`src/design/hall_switch_hold_gesture_detector_assert.svh`:
```
// Assertion macros shared by the hall switch hold detector RTL.
`ifndef HALL_SWITCH_HOLD_GESTURE_DETECTOR_ASSERT_SVH
`define HALL_SWITCH_HOLD_GESTURE_DETECTOR_ASSERT_SVH

// Clocked assertion with synchronous active-low reset as disable condition.
`define HSGD_ASSERT(lbl, prop, msg) \
  lbl: assert property (@(posedge clk) disable iff (!rst_n) (prop)) else $error(msg);

// Same, but also checked while reset is asserted.
`define HSGD_ASSERT_ALWAYS(lbl, prop, msg) \
  lbl: assert property (@(posedge clk) (prop)) else $error(msg);

`endif

```
`src/design/hsgd_pkg.sv`:
```
// Package: types and constants for the hall switch hold detector.
package hsgd_pkg;

  localparam int unsigned TIME_W = 32;
  localparam int unsigned CFG_W  = 16;
  localparam int unsigned CFG_IDX_W = 2;

  typedef logic [TIME_W-1:0] time_ms_t;
  typedef logic [CFG_W-1:0]  cfg_ms_t;

  typedef enum logic [CFG_IDX_W-1:0] {
    CFG_STABLE       = 2'd0,
    CFG_SHORT_HOLD   = 2'd1,
    CFG_LONG_HOLD    = 2'd2,
    CFG_IGNORE_START = 2'd3
  } cfg_idx_t;

  localparam logic OP_POLL = 1'b0;
  localparam logic OP_INIT = 1'b1;

  localparam cfg_ms_t STABLE_MS_RST       = 16'd20;
  localparam cfg_ms_t SHORT_HOLD_MS_RST   = 16'd1000;
  localparam cfg_ms_t LONG_HOLD_MS_RST    = 16'd4000;
  localparam cfg_ms_t IGNORE_START_MS_RST = 16'd1500;

  typedef struct packed {
    logic request_start;
    logic request_config;
    logic clear_wake;
    logic switch_active;
  } result_t;

endpackage

```
`src/design/hall_switch_hold_gesture_detector.sv`:
```
// Top level: debounced hold and release detector for a magnet switch.
//
// Accepts one transaction per clock while out_ready lets results drain; each
// poll or init passes an input register, one pass of compare logic (three
// 32-bit wrapping subtracts checked against 16-bit thresholds) and lands in
// the result register, so the sustained rate is one item per cycle when
// out_ready stays high. The output register lets a new item enter while a
// finished result waits for out_ready. Configuration writes take effect on
// the next clock and must be made while no transaction is in flight.
`include "hall_switch_hold_gesture_detector_assert.svh"

module hall_switch_hold_gesture_detector (
  input  logic                            clk,
  input  logic                            rst_n,
  input  logic                            in_valid,
  output logic                            in_ready,
  input  logic                            in_opcode,
  input  logic [hsgd_pkg::TIME_W-1:0]     in_now_ms,
  input  logic                            in_pin_level,
  input  logic                            in_mode_is_idle,
  input  logic                            in_woke_flag,
  output logic                            out_valid,
  input  logic                            out_ready,
  output logic                            out_request_start,
  output logic                            out_request_config,
  output logic                            out_clear_wake,
  output logic                            out_switch_active,
  input  logic                            cfg_we,
  input  logic [hsgd_pkg::CFG_IDX_W-1:0]  cfg_index,
  input  logic [hsgd_pkg::CFG_W-1:0]      cfg_wdata
);

  // configuration
  hsgd_pkg::cfg_ms_t stable_ms_r, short_hold_ms_r, long_hold_ms_r, ignore_ms_r;

  // input stage
  logic               s1_valid_r;
  logic               s1_opcode_r;
  hsgd_pkg::time_ms_t s1_now_r;
  logic               s1_pin_r;
  logic               s1_idle_r;
  logic               s1_woke_r;

  // detector state
  hsgd_pkg::time_ms_t start_time_r, start_time_nxt;
  hsgd_pkg::time_ms_t press_time_r, press_time_nxt;
  hsgd_pkg::time_ms_t change_since_r, change_since_nxt;
  logic long_done_r, long_done_nxt;
  logic await_r, await_nxt;
  logic qa_r, qa_nxt;
  logic prev_r, prev_nxt;
  logic ct_r, ct_nxt;

  // result stage
  logic              out_valid_r;
  hsgd_pkg::result_t res_r, res_nxt;

  logic s1_adv;
  logic out_free;

  assign out_free = !out_valid_r || out_ready;
  assign s1_adv   = s1_valid_r && out_free;
  assign in_ready = !s1_valid_r || s1_adv;

  // configuration writes
  always_ff @(posedge clk) begin
    if (!rst_n) begin
      stable_ms_r     <= hsgd_pkg::STABLE_MS_RST;
      short_hold_ms_r <= hsgd_pkg::SHORT_HOLD_MS_RST;
      long_hold_ms_r  <= hsgd_pkg::LONG_HOLD_MS_RST;
      ignore_ms_r     <= hsgd_pkg::IGNORE_START_MS_RST;
    end else if (cfg_we) begin
      unique case (hsgd_pkg::cfg_idx_t'(cfg_index))
        hsgd_pkg::CFG_STABLE:       stable_ms_r     <= cfg_wdata;
        hsgd_pkg::CFG_SHORT_HOLD:   short_hold_ms_r <= cfg_wdata;
        hsgd_pkg::CFG_LONG_HOLD:    long_hold_ms_r  <= cfg_wdata;
        hsgd_pkg::CFG_IGNORE_START: ignore_ms_r     <= cfg_wdata;
        default: ;
      endcase
    end
  end

  // input register
  always_ff @(posedge clk) begin
    if (!rst_n) begin
      s1_valid_r <= 1'b0;
    end else if (in_ready) begin
      s1_valid_r <= in_valid;
    end
  end

  always_ff @(posedge clk) begin
    if (in_ready && in_valid) begin
      s1_opcode_r <= in_opcode;
      s1_now_r    <= in_now_ms;
      s1_pin_r    <= in_pin_level;
      s1_idle_r   <= in_mode_is_idle;
      s1_woke_r   <= in_woke_flag;
    end
  end

  // single-pass update
  hsgd_pkg::time_ms_t eff_start, since_start, since_change, press_eff, held;
  logic raw_active, new_press, ld_eff;

  always_comb begin
    start_time_nxt   = start_time_r;
    press_time_nxt   = press_time_r;
    change_since_nxt = change_since_r;
    long_done_nxt    = long_done_r;
    await_nxt        = await_r;
    qa_nxt           = qa_r;
    prev_nxt         = prev_r;
    ct_nxt           = ct_r;
    res_nxt          = '0;

    eff_start    = await_r ? s1_now_r : start_time_r;
    since_start  = s1_now_r - eff_start;
    since_change = s1_now_r - change_since_r;
    raw_active   = !s1_pin_r;
    new_press    = 1'b0;
    press_eff    = press_time_r;
    ld_eff       = long_done_r;
    held         = '0;

    if (s1_opcode_r == hsgd_pkg::OP_INIT) begin
      start_time_nxt = s1_now_r;
      if (s1_woke_r) begin
        await_nxt      = 1'b1;
        press_time_nxt = '0;
        long_done_nxt  = 1'b0;
      end
    end else if (!(await_r && !s1_pin_r)) begin
      // a released pin ends the post-wake wait and restarts the window
      if (await_r) begin
        await_nxt          = 1'b0;
        res_nxt.clear_wake = 1'b1;
        start_time_nxt     = s1_now_r;
      end
      if (since_start >= {{(hsgd_pkg::TIME_W-hsgd_pkg::CFG_W){1'b0}}, ignore_ms_r}) begin
        if (raw_active != qa_r) begin
          if (!ct_r) begin
            ct_nxt           = 1'b1;
            change_since_nxt = s1_now_r;
          end else if (since_change >=
                       {{(hsgd_pkg::TIME_W-hsgd_pkg::CFG_W){1'b0}}, stable_ms_r}) begin
            qa_nxt = raw_active;
            ct_nxt = 1'b0;
          end
        end else begin
          ct_nxt = 1'b0;
        end

        new_press = qa_nxt && !prev_r;
        press_eff = new_press ? s1_now_r : press_time_r;
        ld_eff    = new_press ? 1'b0 : long_done_r;
        held      = s1_now_r - press_eff;
        press_time_nxt = press_eff;
        long_done_nxt  = ld_eff;

        if (qa_nxt && !ld_eff &&
            held >= {{(hsgd_pkg::TIME_W-hsgd_pkg::CFG_W){1'b0}}, long_hold_ms_r}) begin
          long_done_nxt          = 1'b1;
          res_nxt.request_config = s1_idle_r;
        end
        if (!qa_nxt && prev_r && !ld_eff && s1_idle_r &&
            held >= {{(hsgd_pkg::TIME_W-hsgd_pkg::CFG_W){1'b0}}, short_hold_ms_r}) begin
          res_nxt.request_start = 1'b1;
        end
        prev_nxt = qa_nxt;
      end
    end
    res_nxt.switch_active = qa_nxt;
  end

  always_ff @(posedge clk) begin
    if (!rst_n) begin
      start_time_r   <= '0;
      press_time_r   <= '0;
      change_since_r <= '0;
      long_done_r    <= 1'b0;
      await_r        <= 1'b0;
      qa_r           <= 1'b0;
      prev_r         <= 1'b0;
      ct_r           <= 1'b0;
    end else if (s1_adv) begin
      start_time_r   <= start_time_nxt;
      press_time_r   <= press_time_nxt;
      change_since_r <= change_since_nxt;
      long_done_r    <= long_done_nxt;
      await_r        <= await_nxt;
      qa_r           <= qa_nxt;
      prev_r         <= prev_nxt;
      ct_r           <= ct_nxt;
    end
  end

  // result register
  always_ff @(posedge clk) begin
    if (!rst_n) begin
      out_valid_r <= 1'b0;
    end else if (out_free) begin
      out_valid_r <= s1_valid_r;
    end
  end

  always_ff @(posedge clk) begin
    if (s1_adv) begin
      res_r <= res_nxt;
    end
  end

  assign out_valid          = out_valid_r;
  assign out_request_start  = res_r.request_start;
  assign out_request_config = res_r.request_config;
  assign out_clear_wake     = res_r.clear_wake;
  assign out_switch_active  = res_r.switch_active;

  // checks
  `HSGD_ASSERT(a_req_matches_state,
    out_valid_r |-> (!res_r.request_config || res_r.switch_active) &&
                    (!res_r.request_start || !res_r.switch_active),
    "request does not match qualified switch state")
  `HSGD_ASSERT(a_init_no_request,
    (s1_adv && s1_opcode_r == hsgd_pkg::OP_INIT) |=>
      out_valid_r && !res_r.request_start && !res_r.request_config && !res_r.clear_wake,
    "init transaction produced a request")
  `HSGD_ASSERT(a_wake_release_clears,
    (s1_adv && s1_opcode_r == hsgd_pkg::OP_POLL && await_r && s1_pin_r) |=>
      !await_r && res_r.clear_wake,
    "wake release did not clear the wait")
  `HSGD_ASSERT_ALWAYS(a_reset_empty,
    !rst_n |=> !out_valid_r && !s1_valid_r,
    "pipeline not empty after reset")

endmodule
```
`config.mk`:
```
export PLATFORM = sky130hd
export DESIGN_NAME = hall_switch_hold_gesture_detector
export DESIGN_NICKNAME = d
export VERILOG_FILES = /design/src/design/hsgd_pkg.sv /design/src/design/hall_switch_hold_gesture_detector.sv
export VERILOG_INCLUDE_DIRS = /design/src /design/src/design
export SDC_FILE = /design/constraint.sdc
export NUM_CORES = 1
export LEC_CHECK = 0
export BUFFER_PORTS_ARGS = -buffer_cell sky130_fd_sc_hd__buf_2
export CAP_MARGIN = 20
export CORE_ASPECT_RATIO = 1.4
export CORE_UTILIZATION = 60
export CTS_CLUSTER_DIAMETER = 60
export DETAILED_ROUTE_END_ITERATION = 6
export PLACE_DENSITY = 0.87
export SLEW_MARGIN = 20
export SYNTH_ARGS = -nofsm -noshare
export SYNTH_HDL_FRONTEND = slang
export SYNTH_SLANG_ARGS = --single-unit
```
`constraint.sdc`:
```
create_clock -name clk -period 10.6 [get_ports clk]
set_input_delay 1.59 -clock clk [delete_from_list [all_inputs] [get_ports clk]]
set_output_delay 1.59 -clock clk [all_outputs]
set_load 0.01 [all_outputs]
```
==> summary.md <==
| Metric | Value |
|---|---|
| Max rail drop VDD | 0.1405 mV |
| Post_cts resized | 0 |
| Initial Util | 0.6120 |
| Synth Flop Type | dfxtp_1 |
| DRC violations left | 0 |
| Syn_nets | 1962 |
| Mean Syn Cell Area | 8.418 sq um |
| Port buffer count | 64 |
| NumNets Final | 2003 |
| Max-capacitance violation count | 0 |
| CTS buffer count | 23 |
| Final worst-path cycle share | 0.8090 |
| Most area-hungry cell type in the Yosys netlist | dfxtp_1 |
| Synth top area share | 0.2279 |
| Flops & latches, synth | 207 |
| Hold buffers post-CTS | 0 |
| CP endpoint kind | flop |
| Fmax | 0.1166 GHz |
| Final Hold Vio Count | 0 |
| CP dominant cell by count | o21ai_0 |
| Sequential fraction of the synthesis area | 0.3097 |
| Highest-delay cell along the critical path | edfxtp_1 |
| Setup TNS | 0 ns |
| Synth Cell Area | around 15000 sq um |
| Post-DRT Antenna Nets | 0 |
| Non-filler instance count after layout | 2110 |
| Worst-margin pin slew | 0.9732 ns |
| CTS Buffer Depth | 3 |
| Pleak | 6.851 nW |
| CP max FO | 36 |
| Number of synthesis warnings | 0 |
| Startpoint type of the worst setup path | flop |
| FF-to-FF End | out_request_config |
| Run status | finished, final reports clean |
| Clock latency at the later pin of the worst-skew pair | 0.52 ns |
| Cells after synthesis | 1743 |
| Die width | about 130 um |
| Worst EP arrival | around 9 ns |
| Initial antenna violation count | 0 |
| Hold/Removal Path Class | reg2reg |
| CTS tree | yes |
| Worst path max stage delay | 0.54 ns |
| Global route total overflow | 0 |
| WHS Endpoint | start_time_r[22] |
| Async SR Flop Fraction | 0 |
| Number of global-route vias before repair | 13.00k |
| Wirelength per Cell | 19.10 um |
| Utilization after layout | 0.6707 |
| Top Ports | 65 |
| Share of layout cells above drive strength 1 | 0.08167 |
| Global-route wire length before repair | around 65 mm |
| Max-slew violation count | 0 |
| Largest net degree at the start of global routing | 77 |
| FP Rows | 67 |
| Final setup viols | 0 |
| Slew HR | 0.3512 |
| CP Class | reg2reg |
| Power Density | 140.9 nW/um^2 |
| Hold wc startpoint | start_time_r[22] |
| Die area | 25090 sq um |
| 1st-iter DRT viols | 972 |
| Tmin final | 8.576 ns |
| Total track usage | 0.3210 |
| Vias | between 10k and 15k |
| Yosys cell types | between 80 and 90 |
| Pwr Total | 2.265 mW |
| RSZ-0062 raised after global routing | no |
| Worst Path Required | 10.87 ns |
| Top cells by area, synth | dfxtp_1 (23%), ha_1 (13%), edfxtp_1 (8.2%) |
| Final HPWL DP | 29.69 mm |
| GPL Wtd Cong | just under 1 |
| Worst r2r path cells | 35 |
| Die H | 187.0 um |
| Area Growth Syn to Fin | 9.593% |
| Final Skew | around 0.025 ns |
| EDFF count, synth | 40 |
| Depth of the CTS H-tree | 1 |
| Clock net sink count | 207 |
| Clock Pin Slew Worst Setup and Hold Paths | approximately 0.06 ns |
| CTS root buf | clkbuf_16 |
| Inst Count DP | a little over 2k |
| Total wire length | ~40 mm |
| Core box area | 23980 sq um |
| FF-to-FF setup slack | between 2 and 2.5 ns |
| Number of post-CTS setup repair buffers | 0 |
| Hold Crit Depth | 2 |
| TritonRoute pass-1 iters | 5 |
| DR vias/cell | 6.266 |
| N_diodes | 0 |
| RR Startpoint | s1_now_r[6] |
==> metal layers <==
| metal | wire length (um) | GRT usage | share of wire | vias to the layer above |
|---|---|---|---|---|
| li1 | - | - | - | 6374 |
| met1 | 15620 | 0.3633 | 0.39 | 6188 |
| met2 | 19210 | 0.5570 | 0.48 | 507 |
| met3 | 2260 | 0.03821 | 0.056 | 153 |
| met4 | 3207 | 0.2230 | 0.080 | 0 |
| met5 | 0 | 0 | 0 | - |
==> worst max path at each step <==
stage / from / endpoint / slack (ns) / cells past startpoint
floorplan: s1_now_r[6] / out_request_config / 3.33 / 37
global placement: s1_now_r[6] / out_request_config / 2.45 / 35
detailed placement: s1_now_r[6] / out_request_config / 2.20 / 35
CTS: s1_now_r[6] / out_request_config / 2.13 / 35
global route: s1_now_r[12] / out_request_config / 1.42 / 35
finish: s1_now_r[6] / out_request_config / 2.02 / 35
==> cells by family after synthesis <==
logic type | count (synthesis) | synth area share
AO/OA/AOI/OAI | 524 | 0.2390
AND/OR/NAND/NOR | 507 | 0.1594
flip-flops | 207 | 0.3097
buffers and inverters | 189 | 0.05176
adder cells (fa/ha/maj) | 160 | 0.1380
multiplexers | 104 | 0.07112
XOR/XNOR | 52 | 0.03104
==> flip-flops by register name, indices dropped and copies added (netlist names), 16 cells and up <==
register,count
stable_ms_r,16
long_hold_ms_r,16
s1_now_r,32
short_hold_ms_r,16
ignore_ms_r,16
start_time_r,32
press_time_r,32
change_since_r,32
==> area by class of cell <==
| type | instances | area, sq um |
|---|---|---|
| Inverter | 122 | 459.2 |
| Multi-Input combinational cell | 1347 | 9394 |
| Sequential cell | 207 | 4546 |
| Clock buffer | 30 | 633.1 |
| Fill cell | 1943 | 7895 |
| Tap cell | 310 | 387.9 |
| Clock inverter | 11 | 170.2 |
| Timing Repair Buffer | 83 | 490.5 |
==> report_power, final <==
part	internal (mW)	switching (mW)	total, mW
Sequential	0.830	0.0247	0.855
Combinational	0.224	0.330	0.554
Clock	0.522	0.334	0.856
==> through the flow <==
stage          hold slack, ns  worst slack [ns]  area [sq um]
2_1_floorplan          0.4338             3.327         14670
3_3_place_gp           0.4395             2.446         15230
3_5_place_dp           0.4464             2.202         15240
4_1_cts                0.4551             2.127         16050
5_1_grt                0.4792             1.419         16080
6_report               0.4542             2.024         16080
==> worst max-delay path, delay by kind of cell, from the launching register on <==
family                     cells  cell delay (ns)
DFF                            1             0.54
and+or+nand+nor                5             1.25
buffers and inverters          1             0.06
adders and majority gates      5             1.59
xor gates and xnor gates       2             0.38
AOI/OAI and AO/OA             22             4.53
==> layout by cell type, fill, tap and decap left out, drive strengths merged, types with 6 or more instances in the layout <==
master   instances
nor3b            7
nor2b           17
nor2            90
xor2            22
mux2i          102
a31oi            8
clkbuf          30
a21oi          194
nand2          253
xnor2           30
nand2b          11
nor3            17
nand4           16
buf             83
o2111ai          6
o211ai          36
inv            125
and3            20
and4             6
o31ai            8
a21o            66
a22o            31
and2            12
or3             13
edfxtp          40
a21boi           6
ha             157
a211oi          13
dfxtp          167
nand3           24
o21a            24
o21ai           59
o21bai          12
==> synthesized netlist by cell type, drive strengths merged (5+ instances only) <==
master   number
nand2       253
a21oi       194
dfxtp       167
ha          157
inv         121
mux2i       102
nor2         90
a21o         66
o21ai        59
clkbuf       53
edfxtp       40
o211ai       36
a22o         31
xnor2        30
nand3        24
o21a         24
xor2         22
and3         20
nor2b        17
nor3         17
nand4        16
buf          14
a211oi       13
or3          13
and2         12
o21bai       12
nand2b       11
a31oi         8
o31ai         8
nor3b         7
a21boi        6
and4          6
o2111ai       6
a221oi        5
nand3b        5
nor4          5
Note: power is estimated with default switching activity, not from simulation.
